--- src/hdl/trdt_pkg.sv ---
// Package for the TCP reorder delay tracker.
// Shared constants, status codes and controller/datapath interface structs.
// No dependencies.
`default_nettype none

package trdt_pkg;

  localparam int GAP_ENTRIES = 16;

  localparam logic [15:0] ETHERTYPE_IPV4 = 16'h0800;
  localparam logic [7:0]  RETRANS_RESET  = 8'd3;

  localparam int IN_DATA_W  = 112;
  localparam int OUT_DATA_W = 72;

  typedef enum logic [2:0] {
    ST_NOT_IPV4  = 3'd0,
    ST_HANDSHAKE = 3'd1,
    ST_OTHER_DIR = 3'd2,
    ST_IN_ORDER  = 3'd3,
    ST_GAP_REC   = 3'd4,
    ST_GAP_FULL  = 3'd5
  } status_t;

  // Commands from controller to datapath
  typedef struct packed {
    logic load;   // take the input item, count the frame
    logic hdr;    // handshake latches, payload length, first expected value
    logic dir;    // direction test and relative sequences
    logic cmp;    // status decision, expected update, scan setup
    logic scan;   // one step of the gap table walk
    logic fin;    // commit table updates, load result register
  } ctrl_cmd_t;

  // Status from datapath to controller
  typedef struct packed {
    logic not_ipv4;
    logic walk;
    logic scan_done;
    logic out_free;
  } dp_sts_t;

endpackage

`default_nettype wire

--- src/hdl/tcp_reorder_delay_tracker_top.sv ---
// TCP reorder delay tracker, top level. A non-IPv4 frame goes from the header
// step straight to the result; other frames pass the direction and compare steps,
// and a frame toward the receiver past the handshake also walks the gap table
// memory serially (a registered read, then one entry per cycle). One item at
// a time; a waiting result stalls the next item's last step. Reset clears
// counters and gap valid bits, sets latches to ones.
`default_nettype none

module tcp_reorder_delay_tracker_top #(
  parameter int GAP_ENTRIES = trdt_pkg::GAP_ENTRIES
) (
  input  wire                             clk,
  input  wire                             rst,
  input  wire                             cfg_we,
  input  wire  [7:0]                      cfg_data,   // retrans_threshold
  input  wire                             s_tvalid,
  output logic                            s_tready,
  // ethertype[15:0] dest_address[47:16] seq_number[79:48] syn_flag[80]
  // ack_flag[81] ip_total_length[97:82] ip_header_words[101:98]
  // tcp_header_words[105:102], zero padding above
  input  wire  [trdt_pkg::IN_DATA_W-1:0]  s_tdata,
  output logic                            m_tvalid,
  input  wire                             m_tready,
  // status[2:0] match_found[3] match_delay[35:4] retransmitted[36]
  // frame_number[68:37], zero padding above
  output logic [trdt_pkg::OUT_DATA_W-1:0] m_tdata
);

  trdt_pkg::ctrl_cmd_t cmd;
  trdt_pkg::dp_sts_t   sts;

  trdt_ctrl u_ctrl (
    .clk      (clk),
    .rst      (rst),
    .in_valid (s_tvalid),
    .in_ready (s_tready),
    .sts      (sts),
    .cmd      (cmd)
  );

  trdt_datapath #(
    .GAP_ENTRIES (GAP_ENTRIES)
  ) u_dp (
    .clk       (clk),
    .rst       (rst),
    .cmd       (cmd),
    .sts       (sts),
    .cfg_we    (cfg_we),
    .cfg_data  (cfg_data),
    .in_data   (s_tdata),
    .out_valid (m_tvalid),
    .out_ready (m_tready),
    .out_data  (m_tdata)
  );

  // One item in flight: no second accept right after the first
  a_single_item: assert property (@(posedge clk) disable iff (rst)
    (s_tvalid && s_tready) |=> !s_tready)
    else $error("item accepted while one is in flight");

  // Retransmission only reported with a match
  a_retrans_match: assert property (@(posedge clk) disable iff (rst)
    m_tvalid |-> (!m_tdata[36] || m_tdata[3]))
    else $error("retransmitted without match");

  // Delay is zero without a match
  a_delay_zero: assert property (@(posedge clk) disable iff (rst)
    (m_tvalid && !m_tdata[3]) |-> (m_tdata[35:4] == 32'd0))
    else $error("nonzero delay without match");

  // Status stays within the defined codes
  a_status_range: assert property (@(posedge clk) disable iff (rst)
    m_tvalid |-> (m_tdata[2:0] <= trdt_pkg::ST_GAP_FULL))
    else $error("status code out of range");

endmodule

`default_nettype wire

--- src/hdl/trdt_ctrl.sv ---
// Controller state machine for the TCP reorder delay tracker.
// Sequences header evaluation, gap table walk and result hand-off.
// Depends on trdt_pkg.
`default_nettype none

module trdt_ctrl (
  input  wire                  clk,
  input  wire                  rst,
  input  wire                  in_valid,
  output logic                 in_ready,
  input  trdt_pkg::dp_sts_t    sts,
  output trdt_pkg::ctrl_cmd_t  cmd
);

  typedef enum logic [2:0] {
    S_IDLE,
    S_HDR,
    S_DIR,
    S_CMP,
    S_SCAN,
    S_FIN
  } state_t;

  state_t state;

  always_ff @(posedge clk) begin
    if (rst) begin
      state <= S_IDLE;
    end else begin
      unique case (state)
        S_IDLE: begin
          if (in_valid) state <= S_HDR;
        end
        S_HDR: begin
          if (sts.not_ipv4) state <= S_FIN;
          else              state <= S_DIR;
        end
        S_DIR: begin
          state <= S_CMP;
        end
        S_CMP: begin
          if (sts.walk) state <= S_SCAN;
          else          state <= S_FIN;
        end
        S_SCAN: begin
          if (sts.scan_done) state <= S_FIN;
        end
        S_FIN: begin
          if (sts.out_free) state <= S_IDLE;
        end
        default: begin
          state <= S_IDLE;
        end
      endcase
    end
  end

  // Hold off input while in reset
  assign in_ready = (state == S_IDLE) && !rst;

  always_comb begin
    cmd      = '0;
    cmd.load = in_ready && in_valid;
    cmd.hdr  = (state == S_HDR);
    cmd.dir  = (state == S_DIR);
    cmd.cmp  = (state == S_CMP);
    cmd.scan = (state == S_SCAN);
    cmd.fin  = (state == S_FIN) && sts.out_free;
  end

endmodule

`default_nettype wire

--- src/hdl/trdt_datapath.sv ---
// Datapath for the TCP reorder delay tracker: header registers, sequence
// arithmetic, gap table memory with serial walk, result register.
// Depends on trdt_pkg.
`default_nettype none

module trdt_datapath #(
  parameter int GAP_ENTRIES = trdt_pkg::GAP_ENTRIES
) (
  input  wire                                clk,
  input  wire                                rst,
  input  trdt_pkg::ctrl_cmd_t                cmd,
  output trdt_pkg::dp_sts_t                  sts,
  input  wire                                cfg_we,
  input  wire  [7:0]                         cfg_data,
  input  wire  [trdt_pkg::IN_DATA_W-1:0]     in_data,
  output logic                               out_valid,
  input  wire                                out_ready,
  output logic [trdt_pkg::OUT_DATA_W-1:0]    out_data
);

  localparam int IW = (GAP_ENTRIES > 1) ? $clog2(GAP_ENTRIES) : 1;
  localparam int CW = $clog2(GAP_ENTRIES + 1);
  localparam logic [CW-1:0] SCAN_END = CW'(GAP_ENTRIES);

  // Latched input item
  logic [15:0] ethertype;
  logic [31:0] dest_address;
  logic [31:0] seq_number;
  logic        syn_flag;
  logic        ack_flag;
  logic [15:0] ip_total_length;
  logic [3:0]  ip_header_words;
  logic [3:0]  tcp_header_words;

  // Tracker state
  logic [7:0]  retrans_threshold;
  logic [31:0] frame_count;
  logic [31:0] receiver_initial_seq;
  logic [31:0] sender_initial_seq;
  logic [31:0] receiver_address;
  logic [31:0] expected_relative_seq;
  logic        expected_valid;
  logic [GAP_ENTRIES-1:0] gap_valid;
  logic [63:0] gap_mem [GAP_ENTRIES];

  // Per-item working registers
  logic [31:0] payload_calc;
  logic [31:0] payload_length;
  logic        toward;
  logic [31:0] rel_seq;
  logic [31:0] sender_rel_seq;
  logic        need_rec;
  logic [31:0] rec_seq;
  trdt_pkg::status_t status;

  // Walk registers
  logic [CW-1:0] scan_cnt;
  logic          rd_valid;
  logic [IW-1:0] rd_idx;
  logic [31:0]   rd_seq;
  logic [31:0]   rd_frame;
  logic          dup_found;
  logic          free_found;
  logic [IW-1:0] free_idx;
  logic          match_found;
  logic [IW-1:0] match_idx;
  logic [31:0]   match_frame;

  logic          scan_last;
  logic          rd_entry_valid;
  logic          gap_write;
  logic [31:0]   delay;
  logic          retrans;
  trdt_pkg::status_t status_final;

  assign payload_calc   = 32'(ip_total_length)
                          - ({28'd0, ip_header_words} << 2)
                          - ({28'd0, tcp_header_words} << 2);
  assign scan_last      = (scan_cnt == SCAN_END);
  assign rd_entry_valid = gap_valid[rd_idx];
  assign gap_write      = cmd.fin && need_rec && !dup_found && free_found;
  assign delay          = frame_count - match_frame;
  assign retrans        = match_found && (delay >= {24'd0, retrans_threshold});

  always_comb begin
    status_final = status;
    if (need_rec) begin
      if (dup_found || free_found) status_final = trdt_pkg::ST_GAP_REC;
      else                         status_final = trdt_pkg::ST_GAP_FULL;
    end
  end

  assign sts.not_ipv4  = (ethertype != trdt_pkg::ETHERTYPE_IPV4);
  assign sts.walk      = toward && (rel_seq[31:1] != 31'd0);
  assign sts.scan_done = scan_last;
  assign sts.out_free  = !out_valid || out_ready;

  // Input capture and per-item datapath
  always_ff @(posedge clk) begin
    if (cmd.load) begin
      ethertype        <= in_data[15:0];
      dest_address     <= in_data[47:16];
      seq_number       <= in_data[79:48];
      syn_flag         <= in_data[80];
      ack_flag         <= in_data[81];
      ip_total_length  <= in_data[97:82];
      ip_header_words  <= in_data[101:98];
      tcp_header_words <= in_data[105:102];
      status           <= trdt_pkg::ST_NOT_IPV4;
    end
    if (cmd.hdr) begin
      payload_length <= payload_calc;
    end
    if (cmd.dir) begin
      toward         <= (dest_address == receiver_address);
      rel_seq        <= seq_number - receiver_initial_seq;
      sender_rel_seq <= seq_number - sender_initial_seq;
    end
    if (cmd.cmp) begin
      rec_seq <= expected_relative_seq;
      if (!toward) begin
        status <= (sender_rel_seq[31:1] == 31'd0) ? trdt_pkg::ST_HANDSHAKE
                                                  : trdt_pkg::ST_OTHER_DIR;
      end else if (rel_seq[31:1] == 31'd0) begin
        status <= trdt_pkg::ST_HANDSHAKE;
      end else begin
        status <= trdt_pkg::ST_IN_ORDER;
      end
    end
    if (cmd.scan && !scan_last) begin
      rd_idx <= scan_cnt[IW-1:0];
    end
    if (cmd.scan && rd_valid) begin
      if (!free_found && !rd_entry_valid) free_idx <= rd_idx;
      if (!match_found && rd_entry_valid && rd_seq == rel_seq) begin
        match_idx   <= rd_idx;
        match_frame <= rd_frame;
      end
    end
  end

  // Gap table memory, registered read
  always_ff @(posedge clk) begin
    if (cmd.scan && !scan_last) begin
      {rd_seq, rd_frame} <= gap_mem[scan_cnt[IW-1:0]];
    end
    if (gap_write) begin
      gap_mem[free_idx] <= {rec_seq, frame_count};
    end
  end

  // Control and architectural state
  always_ff @(posedge clk) begin
    if (rst) begin
      retrans_threshold     <= trdt_pkg::RETRANS_RESET;
      frame_count           <= '0;
      receiver_initial_seq  <= '1;
      sender_initial_seq    <= '1;
      receiver_address      <= '1;
      expected_relative_seq <= '0;
      expected_valid        <= 1'b0;
      gap_valid             <= '0;
      need_rec              <= 1'b0;
      scan_cnt              <= '0;
      rd_valid              <= 1'b0;
      dup_found             <= 1'b0;
      free_found            <= 1'b0;
      match_found           <= 1'b0;
      out_valid             <= 1'b0;
    end else begin
      if (cfg_we) retrans_threshold <= cfg_data;

      if (cmd.load) begin
        frame_count <= frame_count + 32'd1;
        need_rec    <= 1'b0;
        match_found <= 1'b0;
        dup_found   <= 1'b0;
        free_found  <= 1'b0;
      end

      if (cmd.hdr && !sts.not_ipv4) begin
        if (syn_flag && ack_flag) begin
          receiver_initial_seq <= seq_number;
          receiver_address     <= dest_address;
        end
        if (syn_flag && !ack_flag) sender_initial_seq <= seq_number;
        // First IPv4 frame seeds the expected sequence with its payload length
        if (!expected_valid) begin
          expected_valid        <= 1'b1;
          expected_relative_seq <= payload_calc;
        end
      end

      if (cmd.cmp) begin
        scan_cnt <= '0;
        rd_valid <= 1'b0;
        if (sts.walk) begin
          need_rec              <= (rel_seq < expected_relative_seq);
          expected_relative_seq <= rel_seq + payload_length;
        end
      end

      if (cmd.scan) begin
        rd_valid <= !scan_last;
        if (!scan_last) scan_cnt <= scan_cnt + CW'(1);
        if (rd_valid) begin
          if (rd_entry_valid && rd_seq == rec_seq) dup_found <= 1'b1;
          if (!rd_entry_valid) free_found <= 1'b1;
          if (rd_entry_valid && rd_seq == rel_seq) match_found <= 1'b1;
        end
      end

      if (cmd.fin) begin
        if (gap_write) gap_valid[free_idx] <= 1'b1;
        if (match_found) gap_valid[match_idx] <= 1'b0;
        out_valid <= 1'b1;
      end else if (out_valid && out_ready) begin
        out_valid <= 1'b0;
      end
    end
  end

  // Result register
  always_ff @(posedge clk) begin
    if (cmd.fin) begin
      out_data <= {3'd0,
                   frame_count,
                   retrans,
                   match_found ? delay : 32'd0,
                   match_found,
                   status_final};
    end
  end

endmodule

`default_nettype wire

--- config.mk ---
export PLATFORM = sky130hd
export DESIGN_NAME = tcp_reorder_delay_tracker_top
export DESIGN_NICKNAME = d
export VERILOG_FILES = /design/src/hdl/trdt_pkg.sv /design/src/hdl/tcp_reorder_delay_tracker_top.sv /design/src/hdl/trdt_ctrl.sv /design/src/hdl/trdt_datapath.sv
export SDC_FILE = /design/constraint.sdc
export NUM_CORES = 2
export LEC_CHECK = 0
export ABC_AREA = 1
export ABC_CLOCK_PERIOD_IN_PS = 4600
export BUFFER_PORTS_ARGS = -buffer_cell sky130_fd_sc_hd__buf_2
export CORE_MARGIN = 8
export CORE_UTILIZATION = 50
export DETAILED_ROUTE_END_ITERATION = 10
export MAX_ROUTING_LAYER = met4
export PLACE_DENSITY = 0.69
export SYNTH_ARGS = -nofsm -noshare
export SYNTH_HDL_FRONTEND = slang
export SYNTH_SLANG_ARGS = --single-unit
--- constraint.sdc ---
create_clock -name clk -period 4.6 [get_ports clk]
set_input_delay 0.46 -clock clk [delete_from_list [all_inputs] [get_ports clk]]
set_output_delay 0.46 -clock clk [all_outputs]
set_load 0.01 [all_outputs]
==> impl_metrics.toml <==
[status]
outcome = "finished clean"

[sta]
worstMarginPinSlew_ns = 1.13
period_needed_ns = 3.78
finalMaxSlewViolations = 0
finalCritPeriodShare = 0.821
fmax_mhz = 265
setup_slack_ns = 0.825
maxSlewHeadroom = 0.248
hold_viol = 0
timing.setup.tns_ns = 0
finalClockSkew_ns = 0.0404
rsz0062_at_grt = "false"
setup_viol = 0

[power_and_ir_drop]
totalPowerFinal_mw = 34.5
power.density_mw_per_mm2 = 425
irDropWorstVdd_mv = 0.397
p_leak_nw = 30.8

[yosys]
yosys-top-cells-area = "edfxtp_1 60%, dfxtp_1 5.6%, o21ai_0 4.8%"
synth_edf_count = 1437
yosysWarnings = 0
synth_top_area_frac = 0.605
yosysMostFrequentCell = "edfxtp_1"
async_reset_ff_frac = 0
syn-cell-area_mm2 = 0.0714
synth-main-ff-cell = "edfxtp_1"
synth_cells = 6303
yosysSeqAreaShare = 0.661
synth_cell_types = 66
ys_ff_latch = 1636
yosys.area.top_type = "edfxtp_1"
synth.avg_cell_area_um2 = 11.3
synth_common_cells = "1437 x edfxtp_1, 817 x nor2_1, 778 x nand2_1, 678 x o21ai_0, 497 x inv_1"

[placement]
post-place-ws_ns = 0.870
placed_cell_area_mm2 = 0.0746
dp_hpwl_um = 111000
place_congestion = 0.942
portBuffers = 189

[route]
routedWlPerCell_um = 21.9
drt_wl_total_um = 188000
drc = 0
first_pass_iters = 5
viasPerCell = 5.82
ant_nets = 0
drt_iter0_drc = 4708
vias = 50100

[setup_path]
r2r-start = "u_dp.frame_count[1]"
crit_path_top_delay_cell = "dfxtp_1"
path_cells = "inv_1, fa_1, inv_1, nand3_1, nand2_1, nand2_1, nand2_1, xor2_1, ha_1, nand2_1, nor2_1, a21oi_1, nand4_1, nor2_1, nand3_1, nor2_1, nand2_1, nor2_1, nand3_1, nor2_1, nor2_1"
cp_data_arrival_time_ns = 4.29
path_class = "reg2reg"
critPathTopFamily = "simple AND/OR/NAND/NOR gates"
worst-path-stages = 21
cp.buffers_inverters = 2
slowest_delay_ns = 0.75
critPathLaunch = "u_dp.frame_count[1]"
endpoint = "u_dp.out_data[36]"
critical_path_required_ns = 5.12
r2r_setup_slack_ns = 0.82
start_kind = "register"
cpMostUsedCell = "nor2_1"
rr_endpoint = "u_dp.out_data[36]"
crit_path_end_kind = "register"
crit_fanout = 21
rr_worst_depth = 21

[clock_network]
cts_root_buffer = "clkbuf_16"
numCtsBuffers = 167
clk_pin_slew_ns = 0.06
post-cts-setup-buffer-count = 0
clock_sinks = 1636
clock_latency_ns = 0.80
cts_max_level = 4
cts_tree = "built"
clk_path_buf_depth = 3

[layout]
fin_area_mm2 = 0.0812
drive_gt1_frac = 0.0885
area_delta_synth_final_pct = 13.8
final_net_count = 6880

[floorplan]
rows = 138
ios = 199
dieArea_mm2 = 0.155
core_area_mm2 = 0.142
die_width_um = 394
start_util = 0.504
die_h_um = 394

[grt]
overflow = 0
grt.total_usage = 0.240
grt_max_degree = 210
grt_pass1_wl_um = 286000
antenna_found_initial = 1
first_global_vias = 48600

[hold_path]
hold_path.class = "in2reg"

[run]
drv_cap = 0
[cell usage in the layout, fill, tap and decap left out, types with 20 or more instances in the layout]
| cell | count |
|---|---|
| edfxtp_1 | 1437 |
| nor2_1 | 799 |
| nand2_1 | 778 |
| o21ai_0 | 678 |
| inv_1 | 491 |
| a21oi_1 | 267 |
| nand3_1 | 263 |
| o221ai_1 | 204 |
| dfxtp_1 | 195 |
| buf_2 | 188 |
| ha_1 | 173 |
| clkbuf_16 | 171 |
| xor2_1 | 117 |
| dlygate4sd3_1 | 117 |
| nand4_1 | 96 |
| o211ai_1 | 84 |
| buf_4 | 68 |
| o22ai_1 | 64 |
| xnor2_1 | 50 |
| nor3_1 | 45 |
| nor4_1 | 42 |
| clkinv_1 | 40 |
| clkbuf_1 | 40 |
| nor2_4 | 27 |
| a31oi_1 | 20 |
[logic make-up after synthesis]
group                      count (synthesis)  share of synthesized area
xor gates and xnor gates                 168                     0.0207
muxes                                      4                   0.000561
other                                      1                  0.0000525
DFF                                     1636                      0.661
buffers and inverters                    795                     0.0425
and+or+nand+nor                         2116                      0.127
adders and majority gates                179                     0.0320
AOI/OAI and AO/OA                       1404                      0.117
[registers in the layout (all words and copies together) (netlist names), 31 cells and up]
signal,cells
u_dp.dest_address,32
u_dp.expected_relative_seq,32
u_dp.receiver_address,32
u_dp.sender_rel_seq,31
u_dp.payload_length,32
u_dp.out_data,69
u_dp.sender_initial_seq,32
u_dp.rel_seq,32
u_dp.seq_number,32
u_dp.rec_seq,32
u_dp.gap_mem,1024
u_dp.frame_count,32
u_dp.rd_seq,32
u_dp.match_frame,32
u_dp.receiver_initial_seq,32
u_dp.rd_frame,32
[layer usage]
layer | up-vias | routed length [um] | global-route usage
li1 | 23300 | - | -
met1 | 24300 | 77900 | 0.313
met4 | 0 | 6260 | 0.0799
met5 | - | 0 | -
met3 | 389 | 14300 | 0.0356
met2 | 2109 | 89800 | 0.389
[stage by stage]
| stage | util | instances | hold slack [ns] |
|---|---|---|---|
| final | 0.573 | 8603 | 0.129 |
| after global routing | 0.573 | 8603 | 0.160 |
| after CTS | 0.573 | 8602 | 0.0703 |
| after detailed placement | 0.527 | 8180 | 0.405 |
| after global placement | 0.527 | 8180 | 0.404 |
| after floorplan | - | 6305 | 0.400 |
[how the worst min path moves through the flow]
stage,start,end,slack [ns],depth (start not counted)
after CTS,cfg_we,u_dp.retrans_threshold[5],0.07,3
after global placement,u_dp.rd_frame[12],u_dp.match_frame[12],0.40,0
after floorplan,u_dp.rd_frame[0],u_dp.match_frame[0],0.40,0
after detailed placement,u_dp.rd_frame[20],u_dp.match_frame[20],0.40,0
final,cfg_we,u_dp.retrans_threshold[5],0.13,3
after global routing,cfg_we,u_dp.retrans_threshold[5],0.16,3
[area by class of cell]
cell class	instances	area, um^2
clock inverter	90	913
fill	11500	60400
sequential	1636	47200
antenna	1	2.50
tap	1890	2360
clock buffer	215	4480
inverter	506	1930
timing repair buffer	391	2980
multi-input combinational	3874	21400
[power by group]
part | switching (mW) | total, mW | internal, mW
clock network | 5.72 | 13.4 | 7.66
logic | 2.92 | 4.20 | 1.28
registers | 0.325 | 16.9 | 16.6
[repair_timing]
| item | CTS | global route |
|---|---|---|
| gates resized for setup | 0 | 0 |
| endpoints found under the hold margin | 114 | 0 |
| hold buffers | 117 | 0 |
[worst reg2reg max path, cell delays in order, from the launching register on]
cell,delay (ns)
dfxtp_1,0.75
inv_1,0.19
fa_1,0.46
inv_1,0.10
nand3_1,0.07
nand2_1,0.12
nand2_1,0.07
nand2_1,0.09
xor2_1,0.21
ha_1,0.26
nand2_1,0.08
nor2_1,0.07
a21oi_1,0.12
nand4_1,0.12
nor2_1,0.10
nand3_1,0.07
nor2_1,0.13
nand2_1,0.07
nor2_1,0.18
nand3_1,0.10
nor2_1,0.10
nor2_1,0.04
Power figures use the tool's default switching activity.
